<file path="src/rtl/hls_pkg.sv">
// Shared types and constants for the horizontal linear scaler.
// Used by hls_mix and horizontal_linear_scaler_top; no dependencies.
package hls_pkg;

    typedef enum logic
    {
        FMT_ARGB   = 1'b0,
        FMT_RGB565 = 1'b1
    } hls_fmt_t;

    // configuration register indexes
    localparam logic [1:0] CFG_FORMAT = 2'd0;
    localparam logic [1:0] CFG_STEP   = 2'd1;
    localparam logic [1:0] CFG_COUNT  = 2'd2;

    localparam int unsigned PIX_W   = 32;
    localparam int unsigned STEP_W  = 13;
    localparam int unsigned COUNT_W = 13;
    localparam int unsigned POS_W   = 25;
    localparam int unsigned IDX_W   = 17;

    // outputs emitted per source pixel at most
    localparam logic [6:0] STEP_LIMIT = 7'd64;

    localparam logic [23:0] LANE_PAIR_MASK = 24'hff00ff;
    localparam logic [31:0] LANES_BR       = 32'h00ff00ff;
    localparam logic [31:0] LANES_AG       = 32'hff00ff00;
    localparam logic [15:0] FIELDS_RB      = 16'hf81f;
    localparam logic [15:0] FIELD_G        = 16'h07e0;

    // one pass of the shared weighting unit
    typedef struct packed
    {
        hls_fmt_t   fmt;
        logic       phase_hi;
        logic [7:0] frac;
    } hls_mix_ctl_t;

endpackage

</file>
<file path="src/rtl/hls_mix.sv">
// Shared weighting unit: w1*c1 + w2*c2 over one packed lane pair or field group.
// Depends on hls_pkg. Two passes (low, high) build one output pixel.
module hls_mix
(
    input  hls_pkg::hls_mix_ctl_t ctl,
    input  logic [31:0]           a,
    input  logic [31:0]           b,
    output logic [31:0]           part
);
    import hls_pkg::*;

    logic [8:0]  wb;
    logic [8:0]  wa;
    logic [23:0] x;
    logic [23:0] y;
    logic [32:0] prod_a;
    logic [32:0] prod_b;
    logic [33:0] sum;

    always_comb
    begin
        wb = 9'd0;
        wa = 9'd0;
        x = 24'd0;
        y = 24'd0;
        case (ctl.fmt)
            FMT_ARGB:
            begin
                wb = {1'b0, ctl.frac};
                wa = 9'd256 - wb;
                if (ctl.phase_hi)
                begin
                    x = a[31:8] & LANE_PAIR_MASK;
                    y = b[31:8] & LANE_PAIR_MASK;
                end
                else
                begin
                    x = a[23:0] & LANE_PAIR_MASK;
                    y = b[23:0] & LANE_PAIR_MASK;
                end
            end
            FMT_RGB565:
            begin
                wb = {3'b000, ctl.frac[7:2]};
                wa = 9'd64 - wb;
                if (ctl.phase_hi)
                begin
                    x = {8'd0, a[15:0] & FIELDS_RB};
                    y = {8'd0, b[15:0] & FIELDS_RB};
                end
                else
                begin
                    x = {8'd0, a[15:0] & FIELD_G};
                    y = {8'd0, b[15:0] & FIELD_G};
                end
            end
            default:
            begin
                wb = 9'd0;
                wa = 9'd0;
            end
        endcase
    end

    assign prod_a = 33'(wa) * 33'(x);
    assign prod_b = 33'(wb) * 33'(y);
    assign sum    = {1'b0, prod_a} + {1'b0, prod_b};

    always_comb
    begin
        part = 32'd0;
        case (ctl.fmt)
            FMT_ARGB:
            begin
                if (ctl.phase_hi)
                    part = sum[31:0] & LANES_AG;
                else
                    part = 32'(sum >> 8) & LANES_BR;
            end
            FMT_RGB565:
            begin
                if (ctl.phase_hi)
                    part = {16'd0, sum[21:6] & FIELDS_RB};
                else
                    part = {16'd0, sum[21:6] & FIELD_G};
            end
            default:
                part = 32'd0;
        endcase
    end

endmodule

</file>
<file path="src/rtl/horizontal_linear_scaler_top.sv">
// Channel | Signals                                   | Direction of flow
// src     | src_valid, src_stall, src_pixel, line_start | into block
// res     | res_valid, res_stall, out_pixel, line_last  | out of block
// cfg     | cfg_valid, cfg_ready, cfg_index, cfg_data   | into block
//
// A line-start pixel, or a pixel while no line is active, is taken without leaving ST_IDLE.
// Other pixels loop ST_CHECK, ST_MIX_LO, ST_MIX_HI per output due (at most 64 per
// pixel), ending in ST_CHECK: each output is two passes of the shared weighting unit.
// res_stall only holds the final pass of the next output; src_stall is high while busy.
// Reset clears the line state and loads register defaults; no clearing pass.
//
// Top level of the horizontal linear scaler: sequencer, line state, output register.
// Depends on hls_pkg and hls_mix.
module horizontal_linear_scaler_top
#(
    parameter int MAX_OUTPUTS = 4096
)
(
    input  logic        clk,
    input  logic        rst_n,
    input  logic        src_valid,
    output logic        src_stall,
    input  logic [31:0] src_pixel,
    input  logic        line_start,
    output logic        res_valid,
    input  logic        res_stall,
    output logic [31:0] out_pixel,
    output logic        line_last,
    input  logic        cfg_valid,
    output logic        cfg_ready,
    input  logic [1:0]  cfg_index,
    input  logic [12:0] cfg_data
);
    import hls_pkg::*;

    typedef enum logic [3:0]
    {
        ST_IDLE   = 4'b0001,
        ST_CHECK  = 4'b0010,
        ST_MIX_LO = 4'b0100,
        ST_MIX_HI = 4'b1000
    } state_t;

    state_t               state_reg, state_next;
    hls_fmt_t             fmt_reg, fmt_next;
    logic [STEP_W-1:0]    step_reg, step_next;
    logic [COUNT_W-1:0]   count_reg, count_next;
    logic [POS_W-1:0]     pos_reg, pos_next;
    logic [IDX_W-1:0]     idx_reg, idx_next;
    logic [COUNT_W-1:0]   remain_reg, remain_next;
    logic                 active_reg, active_next;
    logic [6:0]           burst_reg, burst_next;
    logic                 res_valid_reg, res_valid_next;
    logic [PIX_W-1:0]     prev_reg, prev_next;
    logic [PIX_W-1:0]     cur_reg, cur_next;
    logic [PIX_W-1:0]     lo_part_reg, lo_part_next;
    logic [PIX_W-1:0]     out_pixel_reg, out_pixel_next;
    logic                 line_last_reg, line_last_next;

    hls_mix_ctl_t         mix_ctl;
    logic [PIX_W-1:0]     mix_part;
    logic                 src_take;
    logic                 res_take;
    logic                 out_free;
    logic [COUNT_W-1:0]   start_count;

    assign src_stall = (state_reg != ST_IDLE);
    assign src_take  = src_valid && !src_stall;
    assign res_take  = res_valid_reg && !res_stall;
    assign out_free  = !res_valid_reg || !res_stall;
    assign cfg_ready = 1'b1;

    assign mix_ctl.fmt      = fmt_reg;
    assign mix_ctl.phase_hi = (state_reg == ST_MIX_HI);
    assign mix_ctl.frac     = pos_reg[7:0];

    hls_mix u_mix
    (
        .ctl  (mix_ctl),
        .a    (prev_reg),
        .b    (cur_reg),
        .part (mix_part)
    );

    always_comb
    begin
        if (int'(count_reg) > MAX_OUTPUTS)
            start_count = COUNT_W'(MAX_OUTPUTS);
        else
            start_count = count_reg;
    end

    always_comb
    begin
        state_next     = state_reg;
        fmt_next       = fmt_reg;
        step_next      = step_reg;
        count_next     = count_reg;
        pos_next       = pos_reg;
        idx_next       = idx_reg;
        remain_next    = remain_reg;
        active_next    = active_reg;
        burst_next     = burst_reg;
        res_valid_next = res_valid_reg;
        prev_next      = prev_reg;
        cur_next       = cur_reg;
        lo_part_next   = lo_part_reg;
        out_pixel_next = out_pixel_reg;
        line_last_next = line_last_reg;

        if (cfg_valid && cfg_ready)
        begin
            case (cfg_index)
                CFG_FORMAT: fmt_next   = hls_fmt_t'(cfg_data[0]);
                CFG_STEP:   step_next  = cfg_data;
                CFG_COUNT:  count_next = cfg_data;
                default:    ;
            endcase
        end

        if (res_take)
            res_valid_next = 1'b0;

        case (state_reg)
            ST_IDLE:
            begin
                if (src_take)
                begin
                    if (line_start)
                    begin
                        prev_next   = src_pixel;
                        idx_next    = '0;
                        pos_next    = '0;
                        remain_next = start_count;
                        active_next = (start_count != '0);
                    end
                    else if (active_reg)
                    begin
                        cur_next   = src_pixel;
                        burst_next = '0;
                        state_next = ST_CHECK;
                    end
                end
            end
            ST_CHECK:
            begin
                if ((burst_reg < STEP_LIMIT) && (remain_reg != '0) &&
                    (pos_reg[POS_W-1:8] <= idx_reg))
                begin
                    state_next = ST_MIX_LO;
                end
                else
                begin
                    if (remain_reg == '0)
                        active_next = 1'b0;
                    prev_next  = cur_reg;
                    idx_next   = idx_reg + 1'b1;
                    state_next = ST_IDLE;
                end
            end
            ST_MIX_LO:
            begin
                lo_part_next = mix_part;
                state_next   = ST_MIX_HI;
            end
            ST_MIX_HI:
            begin
                // hold here until the output register can take the pixel
                if (out_free)
                begin
                    out_pixel_next = lo_part_reg | mix_part;
                    line_last_next = (remain_reg == COUNT_W'(1));
                    res_valid_next = 1'b1;
                    remain_next    = remain_reg - 1'b1;
                    pos_next       = pos_reg + POS_W'(step_reg);
                    burst_next     = burst_reg + 1'b1;
                    state_next     = ST_CHECK;
                end
            end
            default:
                state_next = ST_IDLE;
        endcase
    end

    always_ff @(posedge clk or negedge rst_n)
    begin
        if (!rst_n)
        begin
            state_reg     <= ST_IDLE;
            fmt_reg       <= FMT_ARGB;
            step_reg      <= STEP_W'(256);
            count_reg     <= COUNT_W'(1);
            pos_reg       <= '0;
            idx_reg       <= '0;
            remain_reg    <= '0;
            active_reg    <= 1'b0;
            burst_reg     <= '0;
            res_valid_reg <= 1'b0;
        end
        else
        begin
            state_reg     <= state_next;
            fmt_reg       <= fmt_next;
            step_reg      <= step_next;
            count_reg     <= count_next;
            pos_reg       <= pos_next;
            idx_reg       <= idx_next;
            remain_reg    <= remain_next;
            active_reg    <= active_next;
            burst_reg     <= burst_next;
            res_valid_reg <= res_valid_next;
        end
    end

    always_ff @(posedge clk)
    begin
        prev_reg      <= prev_next;
        cur_reg       <= cur_next;
        lo_part_reg   <= lo_part_next;
        out_pixel_reg <= out_pixel_next;
        line_last_reg <= line_last_next;
    end

    assign res_valid = res_valid_reg;
    assign out_pixel = out_pixel_reg;
    assign line_last = line_last_reg;

endmodule

</file>
<file path="config.mk">
export PLATFORM = sky130hd
export DESIGN_NAME = horizontal_linear_scaler_top
export DESIGN_NICKNAME = d
export VERILOG_FILES = /design/src/rtl/hls_pkg.sv /design/src/rtl/hls_mix.sv /design/src/rtl/horizontal_linear_scaler_top.sv
export SDC_FILE = /design/constraint.sdc
export NUM_CORES = 1
export LEC_CHECK = 0
export ABC_AREA = 1
export BUFFER_PORTS_ARGS = -buffer_cell sky130_fd_sc_hd__buf_2
export CORE_MARGIN = 1.5
export CORE_UTILIZATION = 65
export CTS_BUF_LIST = sky130_fd_sc_hd__clkbuf_8 sky130_fd_sc_hd__clkbuf_16
export CTS_CLUSTER_SIZE = 40
export DETAILED_ROUTE_END_ITERATION = 12
export GPL_TIMING_DRIVEN = 0
export PLACE_DENSITY_LB_ADDON = 0.12
export SYNTH_ARGS = -nofsm -noshare
export SYNTH_HDL_FRONTEND = slang
export SYNTH_HIERARCHICAL = 1
export SYNTH_SLANG_ARGS = --single-unit
</file>
<file path="constraint.sdc">
create_clock -name clk -period 19.34 [get_ports clk]
set_input_delay 4.835 -clock clk [delete_from_list [all_inputs] [get_ports clk]]
set_output_delay 4.835 -clock clk [all_outputs]
set_load 0.05 [all_outputs]
</file>
== After elaboration in Yosys (flattened, before gate mapping) ==
Index checks and enable logic that the tools add are counted.
Word-level totals
  logic and storage cells: 116
  input port bits: 53
  register bits: 224
  output and inout port bits: 36
Operators by class
  equality and inequality tests: 15
  multipliers: 2
  multiplexer cells: 47
  bitwise logic cells: 3
  $add $sub $neg: 7
  $lt $le $gt $ge: 3
  reductions and logical operators: 24
Operators by type and width (number)
  32-bit 2-to-1 mux: 4
  32-bit one-hot mux with 2 select lines: 2
  24-bit one-hot mux with 2 select lines: 2
  25-bit 2-to-1 mux: 3
  9-bit by 24-bit multiplier with 32-bit output: 2
  13-bit 2-to-1 mux: 4
  17-bit 2-to-1 mux: 3
  25-bit one-hot mux with 2 select lines: 1
  16-bit 2-to-1 mux: 3
  24-bit 2-to-1 mux: 2
  9-bit one-hot mux with 2 select lines: 2
  17-bit one-hot mux with 2 select lines: 1
  32-bit adder: 1
  32-bit bitwise OR: 1
  7-bit 2-to-1 mux: 4
  13-bit one-hot mux with 2 select lines: 1
  13-bit nonzero test: 2
  25-bit by 13-bit adder with 25-bit output: 1
  17-bit by 1-bit adder with 17-bit output (second input constant): 1
  17-bit less-or-equal comparator: 1
  4-bit 2-to-1 mux: 4
  4-bit one-hot mux with 4 select lines: 1
  4-bit AND reduction: 4
  7-bit one-hot mux with 2 select lines: 1
  28 further kinds: 50

== Logic depth before layout (Yosys ltp) ==
Gate-level depths: netlist (run 1).
  depth in word-level cells: 8
  mapped depth: 37
  mapped depth without buffers: 36

== By module ==
Netlist (run 1), hierarchy kept.
Modules (own cells, without submodules)
  hls_mix: times used 1, area an instance 14124.8 µm², seq. area each 0.0 µm², cells each 1897
  horizontal_linear_scaler_top: times used 1, area an instance 10457.5 µm², seq. area each 6254.7 µm², cells each 1049

== Least setup slack after synthesis (run 1) ==
Ideal clock, no wire load.
  kind: reg-to-reg
  from: register state_reg[0]
  to: register out_pixel_reg[23] (netlist: out_pixel[23]), data pin
  cell stages (with the launch flop): 35
  path buffers: 3
  path slack: 12.303 ns
  clock period less this slack: 7.037 ns
  arrival: 6.775 ns
  required time: 19.078 ns
  cells stage by stage: dfstp_2 -> nor2_1 -> nand3_2 -> inv_1 -> buf_4 -> inv_2 -> nand2_1 -> inv_2 -> clkbuf_1 -> a22o_1 -> clkbuf_1 -> nand2_1 -> fa_1 -> fa_1 -> fa_1 -> fa_1 -> inv_1 -> fa_1 -> inv_1 -> fa_1 -> inv_1 -> ha_1 -> nand2_1 -> nor2_1 -> inv_1 -> nor2_1 -> inv_1 -> o21ai_0 -> nand2_1 -> and2_1 -> nand2_1 -> nand2_1 -> nand2_1 -> nor2_1 -> or2_2
RTL lines
  from (decl): RTL line horizontal_linear_scaler_top.sv:44  | state_t state_reg, state_next;
  from (signal assigned): RTL line horizontal_linear_scaler_top.sv:202  | state_reg <= state_next;
  to (signal assigned): RTL line horizontal_linear_scaler_top.sv:220  | out_pixel_reg <= out_pixel_next;
  to (decl): RTL line horizontal_linear_scaler_top.sv:57  | logic [PIX_W-1:0] out_pixel_reg, out_pixel_next;

==> results of run 1 <==
-- worst max path at each step --
| stage | startpoint | to | slack [ns] |
|---|---|---|---|
| 5_1_grt | state_reg[1] | out_pixel[23] | 10.12 |
| 6_report | state_reg[0] | out_pixel[23] | 10.57 |
| 3_5_place_dp | state_reg[0] | out_pixel[23] | 10.71 |
| 3_3_place_gp | state_reg[0] | out_pixel[27] | 10.76 |
| 4_1_cts | state_reg[0] | out_pixel[23] | 10.68 |
| 2_1_floorplan | state_reg[0] | out_pixel[23] | 12.30 |
-- power breakdown --
part	switching (W)	internal [W]	total, W
clock	0.000183	0.000246	0.000429
combinational	0.00213	0.00103	0.00316
sequential	0.0000418	0.000662	0.000703
total	0.00236	0.00194	0.00430
-- through the flow --
stage	hold WS [ns]	power [W]	cells	utilization (%)	area, sq um
2_1_floorplan	0.453	0.00285	2977	-	24700
3_3_place_gp	0.476	0.00373	3575	68.8	25800
3_5_place_dp	0.486	0.00380	3580	68.9	25800
4_1_cts	0.502	0.00426	3620	70.9	26600
5_1_grt	0.515	0.00472	3621	70.9	26600
6_report	0.501	0.00430	3629	70.9	26600
-- per-layer routing --
| metal | GRT usage, % | wire length [um] |
|---|---|---|
| met1 | 47.1 | 26600 |
| met2 | 63.2 | 33300 |
| met3 | 5.79 | 5290 |
| met4 | 14.9 | 2990 |
| met5 | 0 | 14 |
-- synthesized netlist by cell type (3+ instances only) --
cell,instances,share of area [%]
inv_1,695,11
nand2_1,672,10
fa_1,341,28
nor2_1,276,4.2
ha_1,134,6.8
edfxtp_1,129,16
dfrtp_1,92,9.4
o21ai_0,80,1.6
nand3_1,75,1.5
a21oi_1,69,1.4
clkbuf_1,45,0.69
nor3_1,34,0.69
or2_2,34,0.87
a22oi_1,21,0.64
o21ai_1,21,0.43
xor2_1,21,0.75
nand4_1,18,0.46
nand2_2,16,0.41
buf_2,14,0.29
nand3b_1,12,0.37
nor2_2,11,0.28
xnor2_1,11,0.39
inv_2,10,0.15
nand3_2,10,0.41
a21o_1,9,0.27
nor4_1,8,0.20
o22ai_1,8,0.20
o211ai_1,7,0.21
a31oi_1,6,0.15
nand2_4,5,0.23
o21bai_1,5,0.15
a22o_1,3,0.11
and3_1,3,0.076
buf_4,3,0.092
buf_6,3,0.14
dfstp_2,3,0.32
inv_4,3,0.076
nor3b_1,3,0.092
o31ai_1,3,0.092
or2_1,3,0.076
-- kinds of logic (layout without fill, tap and decap cells) --
kind of cell    Yosys count  count (layout)  synth area share [%]
buf+inv                 775             907                  12.1
compound gates          247             247                  5.92
xor+xnor                 33              33                  1.21
flops                   224             224                  25.4
fa+ha+maj               475             475                  34.6
other cells               2              42                0.0306
simple gates           1190            1190                  20.7
-- final cells by class --
cell class,instances,area [sq um],area share [%]
Clock buffer,24,589,2.22
Clock inverter,16,129,0.485
Tap cell,511,639,2.40
Multi-Input combinational cell,1978,15500,58.2
Inverter,709,2670,10.0
Timing Repair Buffer,92,495,1.86
Antenna cell,9,22.5,0.0847
Buffer,66,310,1.17
Sequential cell,224,6250,23.5
-- critical path, delay by kind of cell (launching register included) --
family,cells,cell delay (ns)
buffers and inverters,8,1.23
and+or+nand+nor,12,1.62
adders and majority gates,7,3.54
DFF,1,0.59
AOI/OAI and AO/OA,5,1.50
==> flow_metrics.py, run 1 <==
metrics = {
    "yosys": {
        "syn_area_sq_um": 24600,
        "synth_edf_count": 129,
        "ys_seq_area_share_pct": 25.4,
        "synth_cells": 2946,
        "synth_cell_types": 64,
        "synthFlopType": "edfxtp_1",
        "syn_area_per_cell_sq_um": 8.34,
        "async_flop_share_pct": 42.4,
        "synth-seq-cells": 224,
        "yosys_warnings": 6,
    },
    "outcome": {
        "status": "complete, no violations",
    },
    "min_path": {
        "hold-path-cell-count": 1,
        "min_path_type": "reg2reg",
        "hold_end": "out_pixel[18]",
        "worstHoldStart": "lo_part_reg[18]",
    },
    "pwr": {
        "p_leak_nw": 13.5,
        "p_per_area_nw_per_um2": 162,
        "irDropWorstVdd_v": 0.000126,
    },
    "detailed_routing": {
        "vias": 19984,
        "drt_iter0_markers": 1486,
        "wl_per_cell_um": 18.8,
        "first_pass_iters": 8,
        "vias_per_cell": 5.51,
        "drcViolationCount": 0,
        "wl_um": 68200,
        "ant_nets": 0,
    },
    "placed_design": {
        "gp_congestion": 0.982,
        "pre_cts_slack_ns": 10.71,
        "dp_hpwl_um": 57300,
        "portBuffers": 87,
    },
    "sta": {
        "finClkSkew_ns": 0.0122,
        "worstMarginPinSlew_ns": 1.34,
        "slew_viol_final": 0,
        "fmax_ghz": 0.114,
        "final.setup.tns_ns": 0,
        "finalSetupViolCount": 0,
        "grt_setup_unrepaired": "no",
        "worst_slew_margin_rel_pct": 9.71,
        "hold_viol_final": 0,
        "finalCritPeriodShare_pct": 45.3,
        "layout_setup_ws_ns": 10.57,
        "min_period_ns": 8.77,
    },
    "clock_network": {
        "htreeDepth": 1,
        "cts.sinks": 224,
        "clock_latency_ns": 0.52,
        "numCtsBuffers": 22,
        "cts_hold_buffers": 0,
        "cts_tree": "done",
        "cts_resized": 0,
        "root_buffer": "clkbuf_16",
        "path_clk_slew_ns": 0.06,
        "cts_setup_buffers": 0,
        "clockBufferDepth": 3,
    },
    "layout": {
        "final_cell_mix": "inv_1 (700), nand2_1 (672), fa_1 (341)",
        "layout-drive-gt1-share_pct": 8.27,
        "area_growth_pct": 8.16,
        "fillers": 3113,
        "fin_nets": 3621,
        "final_common_cell": "inv_1",
    },
    "floorplan": {
        "start_util_pct": 65.6,
        "die-area_sq_um": 39000,
        "ios": 89,
        "fp.dieH_um": 197,
        "row_count": 71,
        "die_w_um": 197,
        "core_sq_um": 37500,
    },
    "setup_path": {
        "r2r_cells": 32,
        "worst_r2r_endpoint": "out_pixel[23]",
        "crit_fanout": 8,
        "slowest_delay_ns": 0.73,
        "worst_path_max_delay_cell": "a22oi_1",
        "timing.rr.start": "state_reg[0]",
        "required_ns": 19.60,
        "startpoint_type": "flop",
        "worstPathArrival_ns": 9.03,
        "r2r_slack_ns": 10.57,
        "crit_type": "reg2reg",
        "critPathCaptureType": "flop",
    },
    "global_routing": {
        "overflow": 0,
        "grt_first_pass_wirelength_um": 110000,
        "grt_pass1_vias": 20758,
        "grt_max_degree": 57,
        "antenna_found_initial": 10,
        "gr-usage-all-layers_pct": 36.9,
    },
    "run": {
        "maxCapViolCount": 0,
    },
}
No activity file was read; power rests on OpenSTA's default activity.
==> run 2: changes to the inputs <==
CORE_UTILIZATION = 59   (was 65)
clock period = 8 ns   (was 19.34 ns; I/O delays follow)
==> run 2 against run 1 <==
  * Hold slack got worse by 0.0014 ns
  * First-iteration DRC count increased by 6.3%
  * Worst setup slack got worse by 10 ns
  * Clock skew decreased by 0.0017 ns
  * Global-route usage decreased by 3.2 points
  * Cell count increased by 0.77%
  * Fmax increased by 12%
  * Sequential power increased by 140%
  * Count of clock-buffer cells in the layout unchanged
  * Routed wire length increased by 1.8%
  * Critical endpoint is now out_pixel[8]
  * Largest cell class unchanged
  * Largest power group unchanged
==> flow_metrics.py, run 2 (synthesis results as in run 1) <==
metrics = {
    "pwr": {
        "p_sw_share_pct": 54.8,
        "p_sw_w": 0.00586,
        "irDropWorstVdd_v": 0.000296,
        "internal-power_w": 0.00485,
        "p_leak_nw": 13.7,
        "pwr-share-clk_pct": 9.8,
        "p_per_area_nw_per_um2": 395,
        "seq_power_share_pct": 16.0,
        "p_comb_share_pct": 74.3,
        "p_total_w": 0.0107,
    },
    "min_path": {
        "min_path_type": "reg2reg",
    },
    "global_routing": {
        "grt_max_degree": 60,
        "met2_usage_pct": 56.9,
        "grt_first_pass_wirelength_um": 112000,
        "antenna_found_initial": 7,
        "gr-usage-all-layers_pct": 33.7,
        "grt_pass1_vias": 21231,
        "busiest_layer": "met2",
        "met3_usage_pct": 5.52,
        "grt_use_met1_pct": 42.8,
        "overflow": 0,
    },
    "layout": {
        "layout-drive-gt1-share_pct": 11.3,
        "fillers": 3546,
        "final_common_cell": "inv_1",
        "multi_input_area_sq_um": 15800,
        "stdcell_count": 3657,
        "regArea_sq_um": 6260,
        "area_growth_pct": 10.2,
        "final_util_pct": 66.0,
        "final_cell_mix": "inv_1 (693), nand2_1 (668), fa_1 (341)",
        "fin_nets": 3633,
    },
    "clock_network": {
        "clock_latency_ns": 0.52,
        "cts_tree": "done",
        "htreeDepth": 1,
        "path_clk_slew_ns": 0.06,
        "clockBufferDepth": 3,
        "root_buffer": "clkbuf_16",
        "numCtsBuffers": 23,
        "cts.sinks": 224,
    },
    "detailed_routing": {
        "drcViolationCount": 0,
        "first_pass_iters": 5,
        "drt_iter0_markers": 1579,
        "wl_per_cell_um": 19.0,
        "vias": 20165,
        "ant_nets": 0,
        "vias_per_cell": 5.51,
        "wl_um": 69400,
    },
    "sta": {
        "finalSetupViolCount": 0,
        "grt_setup_unrepaired": "yes",
        "worst_slew_margin_rel_pct": 19.3,
        "min_period_ns": 7.85,
        "fmax_ghz": 0.127,
        "slew_viol_final": 0,
        "finClkSkew_ns": 0.0105,
        "hold_viol_final": 0,
        "worstMarginPinSlew_ns": 1.21,
        "layout_setup_ws_ns": 0.152,
        "finalCritPeriodShare_pct": 98.1,
    },
    "setup_path": {
        "worstPathArrival_ns": 8.11,
        "crit_type": "reg2reg",
        "startpoint_type": "flop",
        "required_ns": 8.26,
        "crit_fanout": 10,
        "critPathCaptureType": "flop",
    },
    "floorplan": {
        "die_w_um": 207,
        "row_count": 74,
        "start_util_pct": 59.9,
        "fp.dieH_um": 207,
        "ios": 89,
        "core_sq_um": 41000,
        "die-area_sq_um": 42900,
    },
    "placed_design": {
        "gp_congestion": 1.03,
        "dp_hpwl_um": 57700,
        "portBuffers": 87,
        "place_inst": 3602,
        "pre_cts_slack_ns": -0.579,
    },
    "outcome": {
        "status": "complete, no violations",
    },
    "run": {
        "maxCapViolCount": 0,
    },
}
[run 2: cell count changes in the layout (fill, tap and decap cells not counted), moves of 6 or more]
| cell | before | now |
|---|---|---|
| a22oi_1 | 21 | 2 |
| a22oi_2 | 0 | 19 |
| buf_4 | 8 | 23 |
| clkbuf_1 | 45 | 28 |
| clkbuf_2 | 0 | 10 |
| inv_1 | 700 | 693 |
| nor2_1 | 275 | 263 |
| nor2_4 | 1 | 8 |
| o21ai_0 | 80 | 74 |
[run 2: layout make-up]
type | instances | share of cell area [%]
antenna | 4 | 0.0369
buffer | 61 | 1.21
clock buffer | 24 | 2.18
clock inverter | 17 | 0.490
inverter | 709 | 9.90
multi-input combinational | 1978 | 58.3
sequential | 224 | 23.1
tap | 532 | 2.46
timing repair buffer | 108 | 2.36
[run 2: timing repair]
item,CTS,global route
pin swaps,5,7
setup endpoints to repair,63,58
hold buffers,0,0
gates resized for setup,44,86
buffers inserted,9,6
[run 2: stage by stage]
stage | TNS [ns] | cell area [sq um] | hold WS (ns)
after detailed placement | -19.39 | 25900 | 0.485
after global routing | -0.0231 | 27100 | 0.513
after CTS | -0.00286 | 26800 | 0.501
final | 0 | 27100 | 0.499
after floorplan | 0 | 24700 | 0.453
after global placement | -23.88 | 25800 | 0.478
[run 2: routing by layer]
metal  vias up  part of all wire [%]
li1       9193                     -
met1      9878                    38
met2       875                    48
met3       213                   8.5
met4         6                   5.1
met5         -                 0.061
[run 2: final timing paths]
kind | slack, ns | end | start | cells past startpoint
worst max-delay path | 0.15 | out_pixel[8] | fmt_reg | 25
worst min-delay path | 0.50 | out_pixel[27] | lo_part_reg[27] | 1
worst max register to register | 0.15 | out_pixel[8] | fmt_reg | 25
worst min register to register | 0.50 | out_pixel[27] | lo_part_reg[27] | 1
max in group asynchronous | 5.82 | step_reg[8] | rst_n | 2
min in group asynchronous | 1.45 | idx_reg[8] | rst_n | 1
[run 2: critical path, cell delays in order, from the launching register on]
cell and delay (ns):
dfrtp_1 0.39, buf_6 0.16, buf_2 0.22, o21ai_1 0.52, clkbuf_1 0.63, nand2_1 0.18, fa_1 0.54, inv_1 0.05
fa_1 0.52, fa_1 0.46, fa_1 0.55, fa_1 0.55, inv_1 0.05, fa_1 0.66, inv_1 0.07, ha_1 0.39
nand2_1 0.15, nor2_1 0.16, inv_1 0.07, nor3_1 0.19, nand2_1 0.11, nand2_1 0.12, nand2_1 0.11, nand3_1 0.09
o21ai_0 0.23, or2_2 0.39
[run 2: power by group through the flow]
stage | sequential (W) | combinational [W] | clock, W
floorplan | 0.00170 | 0.00519 | 0
global placement | 0.00171 | 0.00735 | 0
detailed placement | 0.00172 | 0.00751 | 0
CTS | 0.00171 | 0.00766 | 0.00106
global route | 0.00173 | 0.00890 | 0.00110
finish | 0.00171 | 0.00795 | 0.00105
